File: config.mk
export PLATFORM = sky130hd
export DESIGN_NAME = button_debounce_gesture_detector_unit
export DESIGN_NICKNAME = d
export VERILOG_FILES = /design/src/rtl/core/bdg_pkg.sv /design/src/rtl/core/bdg_front.sv /design/src/rtl/core/bdg_queue.sv /design/src/rtl/core/bdg_back.sv /design/src/rtl/core/button_debounce_gesture_detector_unit.sv
export SDC_FILE = /design/constraint.sdc
export NUM_CORES = 1
export LEC_CHECK = 0
export ABC_AREA = 1
export ABC_CLOCK_PERIOD_IN_PS = 3900
export BUFFER_PORTS_ARGS = -buffer_cell sky130_fd_sc_hd__buf_2
export CORE_MARGIN = 3
export CORE_UTILIZATION = 60
export CTS_CLUSTER_SIZE = 12
export DETAILED_ROUTE_END_ITERATION = 6
export PLACE_DENSITY = 0.85
export REMOVE_ABC_BUFFERS = 1
export SLEW_MARGIN = 20
export SYNTH_ARGS = -nofsm -noshare
export SYNTH_HDL_FRONTEND = slang
export SYNTH_SLANG_ARGS = --single-unit
File: constraint.sdc
create_clock -name clk_i -period 3.9 [get_ports clk_i]
set_clock_uncertainty 0.05 [all_clocks]
set_input_delay 0.39 -clock clk_i [delete_from_list [all_inputs] [get_ports clk_i]]
set_output_delay 0.39 -clock clk_i [all_outputs]
set_load 0.005 [all_outputs]
File: src/rtl/core/bdg_pkg.sv
`default_nettype none
package bdg_pkg;

  localparam int unsigned NumButtons = 5;
  localparam int unsigned BtnIdxW    = $clog2(NumButtons);
  localparam int unsigned CntBits    = 16;
  localparam int unsigned TickW      = 16;
  localparam int unsigned ActW       = 3;
  localparam int unsigned CfgIdxW    = 3;
  localparam logic [31:0] CntMax     = 32'hFFFF_FFFF >> (32 - CntBits);

  typedef enum logic [ActW-1:0] {
    ActPlayPause    = 3'd0,
    ActVolUp        = 3'd1,
    ActVolDown      = 3'd2,
    ActNext         = 3'd3,
    ActPrev         = 3'd4,
    ActPowerOff     = 3'd5,
    ActChannelCycle = 3'd6
  } action_e;

  typedef enum logic [CfgIdxW-1:0] {
    CfgDebounce    = 3'd0,
    CfgRepeatDelay = 3'd1,
    CfgRepeatIntvl = 3'd2,
    CfgLongPress   = 3'd3,
    CfgDoubleClick = 3'd4,
    CfgDcEnable    = 3'd5,
    CfgPresentMask = 3'd6,
    CfgRepeatMask  = 3'd7
  } cfg_idx_e;

  localparam logic [TickW-1:0]      RstDebounce    = TickW'(50);
  localparam logic [TickW-1:0]      RstRepeatDelay = TickW'(500);
  localparam logic [TickW-1:0]      RstRepeatIntvl = TickW'(200);
  localparam logic [TickW-1:0]      RstLongPress   = TickW'(3000);
  localparam logic [TickW-1:0]      RstDoubleClick = TickW'(350);
  localparam logic [NumButtons-1:0] RstPresentMask = '1;
  localparam logic [NumButtons-1:0] RstRepeatMask  = NumButtons'(6);

  // All actions that one tick produces, one slot per button.
  typedef struct packed {
    logic [NumButtons-1:0]           valid;
    logic [NumButtons-1:0][ActW-1:0] act;
  } bundle_t;

  // A countdown loaded from zero behaves as one; oversized values saturate.
  function automatic logic [CntBits-1:0] load_count(input logic [TickW-1:0] v);
    if (v == '0) begin
      return CntBits'(1);
    end
    if (32'(v) > CntMax) begin
      return '1;
    end
    return CntBits'(v);
  endfunction

endpackage
`default_nettype wire

File: src/rtl/core/bdg_front.sv
`default_nettype none
module bdg_front import bdg_pkg::*; (
  input  wire logic                clk_i,
  input  wire logic                rst_ni,
  input  wire logic                tick_i,
  input  wire logic [NumButtons-1:0] raw_levels_i,
  input  wire logic                cfg_we_i,
  input  wire logic [CfgIdxW-1:0]  cfg_index_i,
  input  wire logic [TickW-1:0]    cfg_data_i,
  output bundle_t                  bundle_o,
  output logic                     bundle_valid_o
);

  logic [TickW-1:0]      deb_q, rdel_q, rint_q, long_q, dct_q;
  logic                  dce_q;
  logic [NumButtons-1:0] present_q, rmask_q;

  logic [NumButtons-1:0] prev_q, prev_d, pressed_q, pressed_d;
  logic [NumButtons-1:0] settle_run_q, settle_run_d, rep_run_q, rep_run_d;
  logic [CntBits-1:0]    settle_cnt_q [NumButtons];
  logic [CntBits-1:0]    settle_cnt_d [NumButtons];
  logic [CntBits-1:0]    rep_cnt_q [NumButtons];
  logic [CntBits-1:0]    rep_cnt_d [NumButtons];
  logic [CntBits-1:0]    hold_cnt_q, hold_cnt_d, win_cnt_q, win_cnt_d;
  logic                  hold_run_q, hold_run_d, win_run_q, win_run_d;
  logic [1:0]            tally_q, tally_d;
  bundle_t               bundle;

  always_ff @(posedge clk_i or negedge rst_ni) begin
    if (!rst_ni) begin
      deb_q     <= RstDebounce;
      rdel_q    <= RstRepeatDelay;
      rint_q    <= RstRepeatIntvl;
      long_q    <= RstLongPress;
      dct_q     <= RstDoubleClick;
      dce_q     <= 1'b1;
      present_q <= RstPresentMask;
      rmask_q   <= RstRepeatMask;
    end else if (cfg_we_i) begin
      unique case (cfg_idx_e'(cfg_index_i))
        CfgDebounce:    deb_q     <= cfg_data_i;
        CfgRepeatDelay: rdel_q    <= cfg_data_i;
        CfgRepeatIntvl: rint_q    <= cfg_data_i;
        CfgLongPress:   long_q    <= cfg_data_i;
        CfgDoubleClick: dct_q     <= cfg_data_i;
        CfgDcEnable:    dce_q     <= cfg_data_i[0];
        CfgPresentMask: present_q <= cfg_data_i[NumButtons-1:0];
        CfgRepeatMask:  rmask_q   <= cfg_data_i[NumButtons-1:0];
        default: ;
      endcase
    end
  end

  // One tick: every present button runs its repeat countdown, button zero its
  // long-press and click window, then debounce. Only the first action a
  // button raises in a tick is kept.
  always_comb begin
    logic       emitted;
    logic [ActW-1:0] act;
    logic       level_low;
    prev_d       = prev_q;
    pressed_d    = pressed_q;
    settle_run_d = settle_run_q;
    rep_run_d    = rep_run_q;
    settle_cnt_d = settle_cnt_q;
    rep_cnt_d    = rep_cnt_q;
    hold_cnt_d   = hold_cnt_q;
    hold_run_d   = hold_run_q;
    win_cnt_d    = win_cnt_q;
    win_run_d    = win_run_q;
    tally_d      = tally_q;
    bundle       = '0;
    emitted      = 1'b0;
    act          = '0;
    level_low    = 1'b0;
    for (int i = 0; i < NumButtons; i++) begin
      emitted = 1'b0;
      act     = '0;
      if (tick_i && present_q[i]) begin
        if (rep_run_d[i]) begin
          if (rep_cnt_d[i] <= CntBits'(1)) begin
            rep_cnt_d[i] = '0;
            rep_run_d[i] = 1'b0;
            if (pressed_d[i]) begin
              emitted      = 1'b1;
              act          = ActW'(i);
              rep_cnt_d[i] = load_count(rint_q);
              rep_run_d[i] = 1'b1;
            end
          end else begin
            rep_cnt_d[i] = rep_cnt_d[i] - CntBits'(1);
          end
        end
        if (i == 0) begin
          if (hold_run_d) begin
            if (hold_cnt_d <= CntBits'(1)) begin
              hold_cnt_d = '0;
              hold_run_d = 1'b0;
              win_run_d  = 1'b0;
              tally_d    = '0;
              if (!emitted) begin
                emitted = 1'b1;
                act     = ActPowerOff;
              end
            end else begin
              hold_cnt_d = hold_cnt_d - CntBits'(1);
            end
          end
          if (win_run_d) begin
            if (win_cnt_d <= CntBits'(1)) begin
              win_cnt_d = '0;
              win_run_d = 1'b0;
              if (tally_d >= 2'd2) begin
                tally_d = '0;
                if (!emitted) begin
                  emitted = 1'b1;
                  act     = ActChannelCycle;
                end
              end else if (tally_d == 2'd1 && !pressed_d[0]) begin
                tally_d = '0;
                if (!emitted) begin
                  emitted = 1'b1;
                  act     = ActPlayPause;
                end
              end
            end else begin
              win_cnt_d = win_cnt_d - CntBits'(1);
            end
          end
        end
        if (raw_levels_i[i] != prev_d[i]) begin
          prev_d[i]       = raw_levels_i[i];
          settle_cnt_d[i] = load_count(deb_q);
          settle_run_d[i] = 1'b1;
        end else if (settle_run_d[i]) begin
          if (settle_cnt_d[i] <= CntBits'(1)) begin
            settle_cnt_d[i] = '0;
            settle_run_d[i] = 1'b0;
            level_low       = !raw_levels_i[i];
            if (level_low && !pressed_d[i]) begin
              pressed_d[i] = 1'b1;
              if (i == 0 && dce_q) begin
                if (tally_d < 2'd2) begin
                  tally_d = tally_d + 2'd1;
                end
                win_cnt_d = load_count(dct_q);
                win_run_d = 1'b1;
              end else if (!emitted) begin
                emitted = 1'b1;
                act     = ActW'(i);
              end
              if (rmask_q[i]) begin
                rep_cnt_d[i] = load_count(rdel_q);
                rep_run_d[i] = 1'b1;
              end
              if (i == 0) begin
                hold_cnt_d = load_count(long_q);
                hold_run_d = 1'b1;
              end
            end else if (!level_low && pressed_d[i]) begin
              pressed_d[i] = 1'b0;
              rep_run_d[i] = 1'b0;
              if (i == 0) begin
                hold_run_d = 1'b0;
                if (dce_q && tally_d == 2'd1 && !win_run_d) begin
                  tally_d = '0;
                  if (!emitted) begin
                    emitted = 1'b1;
                    act     = ActPlayPause;
                  end
                end
              end
            end
          end else begin
            settle_cnt_d[i] = settle_cnt_d[i] - CntBits'(1);
          end
        end
      end
      bundle.valid[i] = emitted;
      bundle.act[i]   = act;
    end
    // Turning click counting off drops any pending click.
    if (cfg_we_i && cfg_idx_e'(cfg_index_i) == CfgDcEnable && !cfg_data_i[0]) begin
      win_run_d = 1'b0;
      tally_d   = '0;
    end
  end

  always_ff @(posedge clk_i or negedge rst_ni) begin
    if (!rst_ni) begin
      prev_q       <= '1;
      pressed_q    <= '0;
      settle_run_q <= '0;
      rep_run_q    <= '0;
      hold_run_q   <= 1'b0;
      win_run_q    <= 1'b0;
      tally_q      <= '0;
      hold_cnt_q   <= '0;
      win_cnt_q    <= '0;
      for (int i = 0; i < NumButtons; i++) begin
        settle_cnt_q[i] <= '0;
        rep_cnt_q[i]    <= '0;
      end
    end else begin
      prev_q       <= prev_d;
      pressed_q    <= pressed_d;
      settle_run_q <= settle_run_d;
      rep_run_q    <= rep_run_d;
      hold_run_q   <= hold_run_d;
      win_run_q    <= win_run_d;
      tally_q      <= tally_d;
      hold_cnt_q   <= hold_cnt_d;
      win_cnt_q    <= win_cnt_d;
      settle_cnt_q <= settle_cnt_d;
      rep_cnt_q    <= rep_cnt_d;
    end
  end

  assign bundle_o       = bundle;
  assign bundle_valid_o = tick_i && (bundle.valid != '0);

endmodule
`default_nettype wire

File: src/rtl/core/bdg_queue.sv
`default_nettype none
module bdg_queue import bdg_pkg::*; (
  input  wire logic    clk_i,
  input  wire logic    rst_ni,
  input  wire logic    push_i,
  input  bundle_t      data_i,
  output logic         full_o,
  input  wire logic    pop_i,
  output logic         empty_o,
  output bundle_t      data_o
);

  bundle_t    mem_q [2];
  logic       wr_ptr_q, rd_ptr_q;
  logic [1:0] count_q;

  assign full_o  = (count_q == 2'd2);
  assign empty_o = (count_q == 2'd0);
  assign data_o  = mem_q[rd_ptr_q];

  always_ff @(posedge clk_i) begin
    if (push_i) begin
      mem_q[wr_ptr_q] <= data_i;
    end
  end

  always_ff @(posedge clk_i or negedge rst_ni) begin
    if (!rst_ni) begin
      wr_ptr_q <= 1'b0;
      rd_ptr_q <= 1'b0;
      count_q  <= '0;
    end else begin
      if (push_i) begin
        wr_ptr_q <= !wr_ptr_q;
      end
      if (pop_i) begin
        rd_ptr_q <= !rd_ptr_q;
      end
      unique case ({push_i, pop_i})
        2'b10:   count_q <= count_q + 2'd1;
        2'b01:   count_q <= count_q - 2'd1;
        default: count_q <= count_q;
      endcase
    end
  end

endmodule
`default_nettype wire

File: src/rtl/core/bdg_back.sv
`default_nettype none
module bdg_back import bdg_pkg::*; (
  input  wire logic            clk_i,
  input  wire logic            rst_ni,
  input  wire logic            q_empty_i,
  input  bundle_t              q_data_i,
  output logic                 q_pop_o,
  input  wire logic            pop_i,
  output logic                 empty_o,
  output logic [ActW-1:0]      action_o,
  output logic                 last_flag_o
);

  logic [NumButtons-1:0]           cur_mask_q, cur_mask_d;
  logic [NumButtons-1:0][ActW-1:0] cur_acts_q, cur_acts_d;
  logic                            out_valid_q, out_valid_d;
  logic [ActW-1:0]                 out_act_q, out_act_d;
  logic                            out_last_q, out_last_d;

  logic [NumButtons-1:0]           src_mask, rest;
  logic [NumButtons-1:0][ActW-1:0] src_acts;
  logic [BtnIdxW-1:0]              sel;
  logic                            advance, use_queue;

  // Work from the bundle in hand; once it is drained, take the queue head.
  assign use_queue = (cur_mask_q == '0) && !q_empty_i;
  assign src_mask  = use_queue ? q_data_i.valid : cur_mask_q;
  assign src_acts  = use_queue ? q_data_i.act : cur_acts_q;
  assign rest      = src_mask & (src_mask - NumButtons'(1));
  assign advance   = !out_valid_q || pop_i;

  always_comb begin
    sel = '0;
    for (int i = NumButtons - 1; i >= 0; i--) begin
      if (src_mask[i]) begin
        sel = BtnIdxW'(i);
      end
    end
  end

  always_comb begin
    out_valid_d = out_valid_q;
    out_act_d   = out_act_q;
    out_last_d  = out_last_q;
    cur_mask_d  = cur_mask_q;
    cur_acts_d  = cur_acts_q;
    q_pop_o     = 1'b0;
    if (advance) begin
      out_valid_d = (src_mask != '0);
      out_act_d   = src_acts[sel];
      out_last_d  = (rest == '0);
      cur_mask_d  = rest;
      cur_acts_d  = src_acts;
      q_pop_o     = use_queue;
    end
  end

  always_ff @(posedge clk_i or negedge rst_ni) begin
    if (!rst_ni) begin
      out_valid_q <= 1'b0;
      cur_mask_q  <= '0;
    end else begin
      out_valid_q <= out_valid_d;
      cur_mask_q  <= cur_mask_d;
    end
  end

  always_ff @(posedge clk_i) begin
    out_act_q  <= out_act_d;
    out_last_q <= out_last_d;
    cur_acts_q <= cur_acts_d;
  end

  assign empty_o     = !out_valid_q;
  assign action_o    = out_act_q;
  assign last_flag_o = out_last_q;

endmodule
`default_nettype wire

File: src/rtl/core/button_debounce_gesture_detector_unit.sv
// Button debounce and gesture detector for five active-low buttons.
// Input queue side: each transfer (push high, full low) is one millisecond
// tick carrying raw_levels_i, bit i for button i, zero meaning pressed.
// Result queue side: while empty is low, action_o and last_flag_o show the
// oldest result; a transfer takes place when pop is high. A tick gives zero
// to five results, ordered by button, the final one with last_flag_o set.
// Ticks that give no result leave nothing on the result side.
// Configuration: a write transfer on cfg_valid_i/cfg_ready_o sets register
// cfg_index_i to cfg_data_i; cfg_ready_o is always high. Write only while idle.
// The first result of a tick is registered in the result queue and then in
// the output register before it is visible. Throughput: one tick per cycle
// is taken while the two-entry result queue has room; results leave at one
// per cycle through the output register while pop is high.
// When pop stays low, full rises once two further ticks with results are
// waiting, and input is held off until a tick is taken from the queue.
// Reset clears all buttons to released with no countdown running and loads
// the default register values; nothing waits on the result side after reset.
`default_nettype none
module button_debounce_gesture_detector_unit import bdg_pkg::*; (
  input  wire logic                  clk_i,
  input  wire logic                  rst_ni,
  input  wire logic                  push,
  output logic                       full,
  input  wire logic [NumButtons-1:0] raw_levels_i,
  output logic                       empty,
  input  wire logic                  pop,
  output logic [ActW-1:0]            action_o,
  output logic                       last_flag_o,
  input  wire logic                  cfg_valid_i,
  output logic                       cfg_ready_o,
  input  wire logic [CfgIdxW-1:0]    cfg_index_i,
  input  wire logic [TickW-1:0]      cfg_data_i
);

  bundle_t f_bundle, q_data;
  logic    f_valid, q_empty, q_pop;

  assign cfg_ready_o = 1'b1;

  bdg_front u_front (
    .clk_i          (clk_i),
    .rst_ni         (rst_ni),
    .tick_i         (push && !full),
    .raw_levels_i   (raw_levels_i),
    .cfg_we_i       (cfg_valid_i && cfg_ready_o),
    .cfg_index_i    (cfg_index_i),
    .cfg_data_i     (cfg_data_i),
    .bundle_o       (f_bundle),
    .bundle_valid_o (f_valid)
  );

  bdg_queue u_queue (
    .clk_i   (clk_i),
    .rst_ni  (rst_ni),
    .push_i  (f_valid),
    .data_i  (f_bundle),
    .full_o  (full),
    .pop_i   (q_pop),
    .empty_o (q_empty),
    .data_o  (q_data)
  );

  bdg_back u_back (
    .clk_i       (clk_i),
    .rst_ni      (rst_ni),
    .q_empty_i   (q_empty),
    .q_data_i    (q_data),
    .q_pop_o     (q_pop),
    .pop_i       (pop),
    .empty_o     (empty),
    .action_o    (action_o),
    .last_flag_o (last_flag_o)
  );

endmodule
`default_nettype wire

Word-level counts from Yosys, hierarchy flattened
Memory sizes are Yosys's and may differ from the RTL's.
Cells that the tools add are included.
Operators by class
  equal/unequal tests: 17
  reduce and logical (&&, ||, !) cells: 87
  mux-type cells: 392
  magnitude comparators: 15
  add/sub/neg operators: 16
  bitwise gates (word level): 6
Operators with widths (count)
  16-bit 2-to-1 mux: 90
  1-bit 2-to-1 mux: 221
  16-bit by 1-bit less-or-equal comparator with 1-bit output (second input constant): 12
  16-bit by 1-bit subtractor with 16-bit output (second input constant): 12
  3-bit 2-to-1 mux: 57
  16-bit zero test: 5
  2-bit 2-to-1 mux: 20
  2-bit AND reduction: 18
  5-bit AND reduction: 5
  2-bit nonzero test: 12
  1-bit logical AND: 23
  1-bit zero test: 17
  15-bit 2-to-1 mux: 1
  3-bit equality test (second input constant): 4
  5-bit zero test: 2
  5-bit nonzero test: 2
  3-bit binary-select mux with 3-bit select: 1
  2-bit by 1-bit equality test with 1-bit output (second input constant): 3
  3-bit by 2-bit equality test with 1-bit output (second input constant): 2
  5-bit bitwise AND: 1
  5-bit 2-to-1 mux: 1
  1-bit inequality test: 5
  1-bit NOT: 5
  5-bit by 1-bit subtractor with 5-bit output (second input constant): 1
  other kinds (11): 13
Word-level totals
  memories kept: 1
  register bits: 336
  bits of input ports: 29
  output and inout bits: 7
  memory bits (writable): 40
Memories
  u_queue.mem_q: depth 2, bits a word 20, read ports 1, clocked after memory_dff 0, wr ports 1, line bdg_queue.sv:13  | bundle_t mem_q [2];

Logic depth before layout (Yosys ltp)
Gate-level depths: netlist of the first run.
  word-level depth: 26
  depth in mapped cells: 24
  depth with buffers taken out: 24

Cells and area by module
Synthesis of the first run repeated with hierarchy kept, for this count alone.
Second synthesis, totals
  cell total of the unflattened synthesis: 3439
  area, all modules: 24208.2 um^2
By module, submodules not included
  bdg_front: area each 21141.5 um^2, cells an instance 3147, times used 1
  bdg_queue: area each 1679.1 um^2, cells an instance 128, times used 1
  bdg_back: area each 1366.3 um^2, cells an instance 160, times used 1
  button_debounce_gesture_detector_unit: area each 21.3 um^2, cells an instance 4, times used 1

Worst setup path after synthesis of the first run
No wires, ideal clock.
  kind: reg-to-reg
  from: reg u_front.win_cnt_q[0]
  to: reg u_queue.count_q[1]
  cell stages (with the launch flop): 25
  library setup time: 0.131 ns
  arrival time: 2.614 ns
  path buffers: 0
  slack: 1.105 ns
  cell sequence: dfrtp_1 -> inv_1 -> ha_1 -> inv_1 -> nand2_1 -> nand2_1 -> nor2_1 -> nand3_1 -> inv_1 -> nor2_1 -> inv_1 -> ha_1 -> nand3_1 -> nor2_1 -> nand2_1 -> nand2_1 -> nand2_1 -> nand2_1 -> nand2_2 -> nand3_2 -> inv_1 -> ha_1 -> a21oi_1 -> o21ai_0 -> xor2_1
On the way
  word-level cells in the longest chain between the ends: 18
  elaborated cells between the ends (all ways): 28
  classes of those cells: order compare (1); eq/ne (3); mux (18); reduce/logical (6)
RTL lines
  start: declaration: line bdg_front.sv:24  | logic [CntBits-1:0] hold_cnt_q, hold_cnt_d, win_cnt_q, win_cnt_d;
  start signal: assignment: line bdg_front.sv:213  | win_cnt_q <= win_cnt_d;
  16-bit by 1-bit less-or-equal comparator with 1-bit output *: line bdg_front.sv:110  | if (win_cnt_d <= CntBits'(1)) begin
  2-bit 2-to-1 mux: line bdg_front.sv:110
  2-bit 2-to-1 mux: line bdg_front.sv:109  | if (win_run_d) begin
  2-bit 2-to-1 mux: line bdg_front.sv:79  | if (tick_i && present_q[i]) begin
  2-bit by 1-bit equality test with 1-bit output: line bdg_front.sv:165  | if (dce_q && tally_d == 2'd1 && !win_run_d) begin
  1-bit logical AND (2 in series): line bdg_front.sv:165
  1-bit 2-to-1 mux: line bdg_front.sv:165
  1-bit 2-to-1 mux: line bdg_front.sv:160  | end else if (!level_low && pressed_d[i]) begin
  1-bit 2-to-1 mux: line bdg_front.sv:140  | if (level_low && !pressed_d[i]) begin
  1-bit 2-to-1 mux: line bdg_front.sv:136  | if (settle_cnt_d[i] <= CntBits'(1)) begin
  1-bit 2-to-1 mux: line bdg_front.sv:135  | end else if (settle_run_d[i]) begin
  1-bit 2-to-1 mux *: line bdg_front.sv:131  | if (raw_levels_i[i] != prev_d[i]) begin
  1-bit 2-to-1 mux *: line bdg_front.sv:79
  5-bit nonzero test *: line bdg_front.sv:220  | assign bundle_valid_o = tick_i && (bundle.valid != '0);
  1-bit logical AND *: line bdg_front.sv:220
  2-bit by 1-bit equality test with 1-bit output / 2-bit equality test (equally long branches): line bdg_queue.sv:39  | unique case ({push_i, pop_i})
  2-bit one-hot mux with 2 select lines / 2-bit nonzero test (equally long branches)
  end signal: assignment: line bdg_queue.sv:40  | 2'b10: count_q <= count_q + 2'd1;
  end signal: assignment: line bdg_queue.sv:41  | 2'b01: count_q <= count_q - 2'd1;
  end signal: assignment: line bdg_queue.sv:42  | default: count_q <= count_q;
  end: declaration: line bdg_queue.sv:15  | logic [1:0] count_q;
Every way passes the cells marked *; elsewhere a longest branch is shown, timed or not. The select of a mux whose other input is x is not followed.
A chain may end at the register's enable or synchronous reset.

Worst setup path after layout of the first run
Same ends and word-level chain as after synthesis.

==> results of run 1 <==
[stage by stage]
step / hold slack, ns / instances / power (mW) / cell area, um2 / worst slack, ns
after floorplan: 0.0444 / 2956 / 10.7 / 21900 / 0.767
after global placement: 0.418 / 3472 / 12.3 / 22800 / 0.813
after detailed placement: 0.425 / 3472 / 12.6 / 22800 / 0.553
after CTS: 0.0296 / 3547 / 16.3 / 24100 / 0.497
after global routing: 0.0483 / 3547 / 17.7 / 24100 / 0.154
final: 0.0450 / 3548 / 16.5 / 24100 / 0.476
[synth_stat cells, drive strengths merged, types with 3 or more instances]
master / number
o21bai: 3
a21boi: 9
clkbuf: 42
nand3b: 5
o21ai: 374
o211ai: 33
nand2: 713
dfrtp: 278
nor3: 37
inv: 385
dfstp: 38
o22ai: 35
a21oi: 193
o2111ai: 9
clkinv: 6
a22o: 9
or2: 10
nand3: 173
xnor2: 9
a31oi: 11
nor2: 344
o221ai: 3
nor4: 24
edfxtp: 35
o21a: 3
o31ai: 4
buf: 43
nand4: 40
a22oi: 51
a211oi: 8
ha: 37
and2: 3
xor2: 60
o41ai: 3
[routing by layer]
layer / vias up / share of wire, %
li1: 10100 / -
met1: 10200 / 41
met2: 1122 / 44
met3: 255 / 10
met4: 0 / 5.4
met5: - / 0
[cells by family after synthesis]
group / after synthesis / share of synthesized area [%]
adder cells (fa/ha/maj): 37 / 2.07
multiplexers: 1 / 0.0448
other: 1 / 0.0168
AO/OA/AOI/OAI: 756 / 19.2
AND/OR/NAND/NOR: 1350 / 27.1
flip-flops: 351 / 40.3
buffers and inverters: 476 / 8.43
XOR/XNOR: 69 / 2.71
[state kept, by name (all words and copies together), names as in the netlist, 3 cells and up]
signal / cells
u_front.settle_run_q: 5
u_front.rmask_q: 5
u_back.cur_mask_q: 4
u_front.rep_run_q: 5
u_front.rdel_q: 16
u_front.present_q: 5
u_front.dct_q: 16
u_queue.mem_q: 16
u_front.win_cnt_q: 16
u_back.cur_acts_q: 15
u_front.pressed_q: 5
u_front.long_q: 16
u_front.rep_cnt_q: 80
u_back.action_o: 3
u_front.rint_q: 16
u_front.deb_q: 16
u_front.hold_cnt_q: 16
u_front.settle_cnt_q: 80
u_front.prev_q: 5
[how the worst max path moves through the flow]
| stage | slack, ns | end | from |
|---|---|---|---|
| 3_5_place_dp | 0.55 | u_queue.count_q[1] | u_front.hold_cnt_q[0] |
| 6_report | 0.48 | u_queue.count_q[1] | u_front.win_cnt_q[0] |
| 3_3_place_gp | 0.81 | u_queue.count_q[1] | u_front.win_cnt_q[0] |
| 5_1_grt | 0.15 | u_queue.count_q[1] | u_front.win_cnt_q[0] |
| 4_1_cts | 0.50 | u_queue.count_q[1] | u_front.win_cnt_q[0] |
| 2_1_floorplan | 0.77 | u_front.settle_cnt_q[72] | u_queue.count_q[1] |
[critical path: cells and delay by family, from the launching register on]
kind	cells	cell delay (ns)
AOI/OAI and AO/OA	2	0.28
buffers and inverters	5	0.49
DFF	1	0.41
and+or+nand+nor	13	1.19
xor gates and xnor gates	1	0.16
adders and majority gates	3	0.71
[power by group through the flow]
stage          Sequential, mW  Clock [mW]  Combinational [mW]
4_1_cts                  6.33        3.78                6.23
2_1_floorplan            5.93           0                4.73
3_3_place_gp             6.32           0                5.96
5_1_grt                  6.53        3.94                7.20
3_5_place_dp             6.37           0                6.19
6_report                 6.40        3.75                6.34
[what timing repair did]
item	in CTS	in global routing
endpoints found under the setup margin	0	0
hold buffers	1	0
hold endpoints to repair	83	0
[final cells by class]
type / count / area (um2) / share of cell area [%]
diodes: 1 / 2.50 / 0.0104
clock buffers: 60 / 1150 / 4.76
clock inverters: 14 / 130 / 0.540
inverters: 391 / 1470 / 6.11
multi-input cells: 2214 / 11400 / 47.5
flip-flops and latches: 351 / 9010 / 37.4
well taps: 468 / 586 / 2.43
repair buffers: 49 / 320 / 1.33
==> results.md, run 1 <==
- GR Layer Usage met1: 46.2%
- Die H: 199 um
- Fill cell count: 3139
- Number of I/O pins: 36
- Worst min path class: in -> reg
- Final Max Slew Viols: 0
- Crit-path cells: inv_1 -> ha_1 -> inv_1 -> nand2_1 -> nand2_1 -> nor2_1 -> nand3_1 -> inv_1 -> nor2_1 -> inv_1 -> ha_1 -> nand3_1 -> nor2_1 -> nand2_1 -> nand2_1 -> nand2_1 -> nand2_1 -> nand2_2 -> nand3_2 -> inv_1 -> ha_1 -> a21oi_1 -> o21ai_0 -> xor2_1
- Routed wire length: 67500 um
- Static leakage: 11.4 nW
- Pwr per Cell Area: 684 mW/mm2
- Fmax: 292 MHz
- DRT antenna net count: 0
- Share of the synthesized area in the top cell type: 31.2%
- Slowest-stage cell, CP: dfrtp_1
- Vias in the first global route: 20700
- Clk pin slew, worst setup/hold paths: 0.06 ns
- GRT Total Usage: 34.1%
- Met2 Usage GRT: 52.4%
- Via-to-Cell Ratio: 6.13
- HPWL after DPL: 47800 um
- Avg Cell Area, Syn: 7.34 um2
- Share of layout cells above drive strength 1: 9.29%
- Yosys reg bits: 351
- TritonCTS buffer count: 40
- R2r endpoint: u_queue.count_q[1]
- Drt wl/cell: 19.0 um
- Worst Tran Pin Value: 1.02 ns
- Clock root buffer master: clkbuf_16
- Max Root-Sink Buffers: 3
- Slew margin rel.: 31.5%
- Largest net degree at the start of global routing: 101
- Die Area: 0.0396 mm2
- Cells after synthesis: 3041
- Most frequent cells in the layout: nand2_1 (682), inv_1 (355), o21ai_0 (329)
- Placer Congestion: 1.03
- Hold-critical path depth: 3
- Sw power: 7.16 mW
- H-tree levels: 2
- Max FO, Critical Path: 4
- Skew-Pair Late Insertion Delay: 0.57 ns
- Post-synthesis sequential area ratio: 40.3%
- Cell mode on critical path: nand2_1
- CTS tree: built
- Crit end category: flip-flop
- Clk pwr share: 22.7%
- Cell taking the most area after synthesis: dfrtp_1
- Vias: 21800
- Setup violators final: 0
- Reg2Reg Setup Slack: 0.48 ns
- Port bufs: 34
- # clock sinks: 351
- Pre-antenna DRT Iters: 7
- Run status: finished clean
- Met3 usage: 7.37%
- Fin nets: 3113
- Hold EP: u_front.rmask_q[1]
- First-pass GRT wire length: 108000 um
- Main synth FF type: dfrtp_1
- Max Cap Viol: 0
- FF-to-FF path depth: 24
- Synth cell types: 70
- Layout area overhead: 7.99%
- Core Region: 0.0366 mm2
- CTS resizes: 0
- RSZ-0062 raised after global routing: no
- Int Power: 9.32 mW
- Crit share post-route: 87.8%
- TNS Setup: 0 ns
- Critical path class: reg -> reg
- Final Core Density: 65.9%
- Crit path DAT: 3.80 ns
- Grt peak-use layer: met2
- Critical Path RT: 4.27 ns
- Most common cell after layout, fill and taps aside: nand2_1
- Ys Warns: 0
- Initial Utilization: 61.0%
- Final min period: 3.42 ns
- Die W: 199 um
- Initial antenna violation count: 0
- Synthesized cell area: 0.0223 mm2
- Startpoint types: flip-flop
- Combinational power share: 38.5%
- Max VDD drop: 468 uV
- GR Overflow Total: 0
- HP Start: cfg_data_i[1]
- Final hold violation count: 0
- Share of power burned in registers: 38.8%
- Std cell rows: 70
- Post-route DRC: 0
- Sw Ratio: 43.5%
- Max stage delay on crit path: 0.41 ns
- Synth top area cells: dfrtp_1 (31%), nand2_1 (11%), o21ai_0 (7.4%), inv_1 (6.0%), nor2_1 (5.1%)
- First DRT Iteration DRCs: 2258
- Reg2reg start: u_front.win_cnt_q[0]
- Setup repair bufs after CTS: 0
- Post-synth ARST share: 90.0%
- Number of synthesized flops with an enable pin: 35
(Power assumes the default switching activity.)
==> inputs of run 2 (changes only) <==
--- a/config.mk
+++ b/config.mk
@@ -12,9 +12,10 @@
 export CORE_UTILIZATION = 60
 export CTS_CLUSTER_SIZE = 12
 export DETAILED_ROUTE_END_ITERATION = 6
+export GPL_TIMING_DRIVEN = 0
 export PLACE_DENSITY = 0.85
 export REMOVE_ABC_BUFFERS = 1
-export SLEW_MARGIN = 20
+export SKIP_CTS_REPAIR_TIMING = 1
 export SYNTH_ARGS = -nofsm -noshare
 export SYNTH_HDL_FRONTEND = slang
 export SYNTH_SLANG_ARGS = --single-unit
==> results.md, run 2 (synthesis results as in run 1) <==
- # clock sinks: 351 (unchanged)
- Pwr per Cell Area: 687 mW/mm2 (+0.47%)
- Crit end category: flip-flop
- RSZ-0062 raised after global routing: no
- Slew margin rel.: 10.2% (-21 points)
- Max FO, Critical Path: 57 (+53)
- Top Layer Used: met5
- H-tree levels: 2 (unchanged)
- Crit share post-route: 92.6% (+4.8 points)
- Via-to-Cell Ratio: 6.16 (+0.47%)
- Delay-heaviest family, CP: buffers and inverters
- Port bufs: 34 (unchanged)
- First DRT Iteration DRCs: 2558 (+13%)
- Crit path DAT: 4.00 ns (+0.20 ns)
- Final min period: 3.61 ns (+0.188 ns)
- Initial antenna violation count: 2 (+2)
- DRT antenna net count: 0 (unchanged)
- Met3 WL: 7030 um (+4.4%)
- Max VDD drop: 444 uV (-5.1%)
- Drt wl/cell: 19.1 um (+0.61%)
- Initial Utilization: 61.0% (unchanged)
- Layout area overhead: 8.04% (about the same)
- First-pass GRT wire length: 107000 um (-1.2%)
- Startpoint types: flip-flop
- Critical path class: reg -> reg
- Die W: 199 um (unchanged)
- Worst path buffer plus inverter count: 4 (-1)
- Skew-Pair Late Insertion Delay: 0.57 ns (about the same)
- Most common cell after layout, fill and taps aside: nand2_1
- Pre-antenna DRT Iters: 6 (-1)
- Setup violators final: 0 (unchanged)
- Vias in the first global route: 20500 (-1.1%)
- Routed wire length: 67700 um (+0.29%)
- Post-route DRC: 0 (unchanged)
- Hold WS: 0.0202 ns (-0.0248 ns)
- Most frequent cells in the layout: nand2_1 (681), inv_1 (355), o21ai_0 (329)
- Routed metal-1 wirelength: 27200 um (-0.37%)
- Worst min path class: in -> reg
- Routed wl met2: 29700 um (-0.13%)
- Critical Path RT: 4.29 ns (+0.02 ns)
- Cell Count, Final, Fillers Out: 3537 (-0.31%)
- Slowest-stage cell, CP: nand2_2
- Std cell rows: 70 (unchanged)
- Max Cap Viol: 0 (unchanged)
- GRT Total Usage: 33.9% (-0.24 points)
- Cells after DPL: 3462 (-0.29%)
- Core Region: 0.0366 mm2 (unchanged)
- Crit-path cells: o21ai_1 -> inv_2 -> nand2_2 -> inv_2 -> buf_12 -> nand2_2 -> nand3_2 -> inv_1 -> ha_1 -> a21oi_1 -> o21ai_0 -> xor2_1
- Final Core Density: 65.9% (about the same)
- Vias: 21800 (+0.16%)
- Antenna diodes: 0 (-1)
- Worst Tran Pin Value: 1.34 ns (+0.314 ns)
- HPWL after DPL: 46400 um (-3.0%)
- Fin nets: 3103 (-0.32%)
- CTS tree: built
- Clock root buffer master: clkbuf_16
- Largest net degree at the start of global routing: 99 (-2.0%)
- Top flop regs: u_front.rep_cnt_q: 80 flops, u_front.settle_cnt_q: 80 flops
- Fill cell count: 3136 (-0.096%)
- Die Area: 0.0396 mm2 (unchanged)
- Static leakage: 11.4 nW (about the same)
- Die H: 199 um (unchanged)
- Clk pin slew, worst setup/hold paths: 0.06 ns (about the same)
- TritonCTS buffer count: 40 (unchanged)
- Placer Congestion: 1.01 (-2.0%)
- Pwr Total: 16.6 mW (+0.52%)
- Final Max Slew Viols: 0 (unchanged)
- Max stage delay on crit path: 0.67 ns (+0.26 ns)
- Max Root-Sink Buffers: 3 (unchanged)
- Run status: finished clean
- Share of layout cells above drive strength 1: 9.09% (-0.20 points)
- Fmax: 277 MHz (-5.2%)
- GR Overflow Total: 0 (unchanged)
- Final hold violation count: 0 (unchanged)
- Number of I/O pins: 36 (unchanged)
[run 2: cell types whose count changed in the layout (fill, tap and decap cells not counted), sizes merged]
cell      before  now
clkinv        14   13
inv          387  386
clkinvlp       2    1
clkbuf        60   63
buf           48   38
diode          1    0
[run 2: final timing paths]
kind | startpoint | end | slack (ns) | cells past startpoint
min in group asynchronous | rst_ni | u_front.rep_cnt_q[52] | 0.37 | 2
worst max-delay path | u_queue.count_q[0] | u_queue.count_q[1] | 0.29 | 12
worst min-delay path | cfg_data_i[1] | u_front.rmask_q[1] | 0.02 | 3
worst max register to register | u_queue.count_q[0] | u_queue.count_q[1] | 0.29 | 12
max in group asynchronous | rst_ni | u_front.deb_q[4] | 2.14 | 4
worst min register to register | u_front.settle_cnt_q[5] | u_front.settle_cnt_q[5] | 0.44 | 2
[run 2: tightest hold or removal path: stages]
cell,delay [ns]
buf_2,0.09
nand2_1,0.04
o21ai_0,0.07
[run 2: report_power, final]
part	internal, mW	switching, mW	leakage [nW]
registers	4.98	1.45	4.09
clock network	2.25	1.59	0.645
logic	2.14	4.15	6.67
total	9.38	7.20	11.4
[run 2: stage by stage]
step                      setup slack, ns  instance area (um2)  setup TNS [ns]
after floorplan                     0.767                21900               0
after CTS                         -0.0236                24100         -0.0236
after global routing               0.0914                24100               0
final                               0.288                24100               0
after detailed placement          0.00149                22800               0
after global placement              -3.74                22700        -1120.04
[run 2: routing by layer]
layer,global-route usage [%],vias to the layer above
met3,6.62,246
met2,51.9,1158
met4,16.5,2
met1,46.4,10300
met5,0,-
li1,-,10100
[run 2: final cells by class]
class	instances	area [um2]	area share (%)
tap	468	586	2.43
sequential	351	9010	37.3
clock buffer	63	1200	4.97
clock inverter	11	121	0.503
timing repair buffer	39	293	1.21
inverter	391	1470	6.11
multi-input combinational	2214	11400	47.4
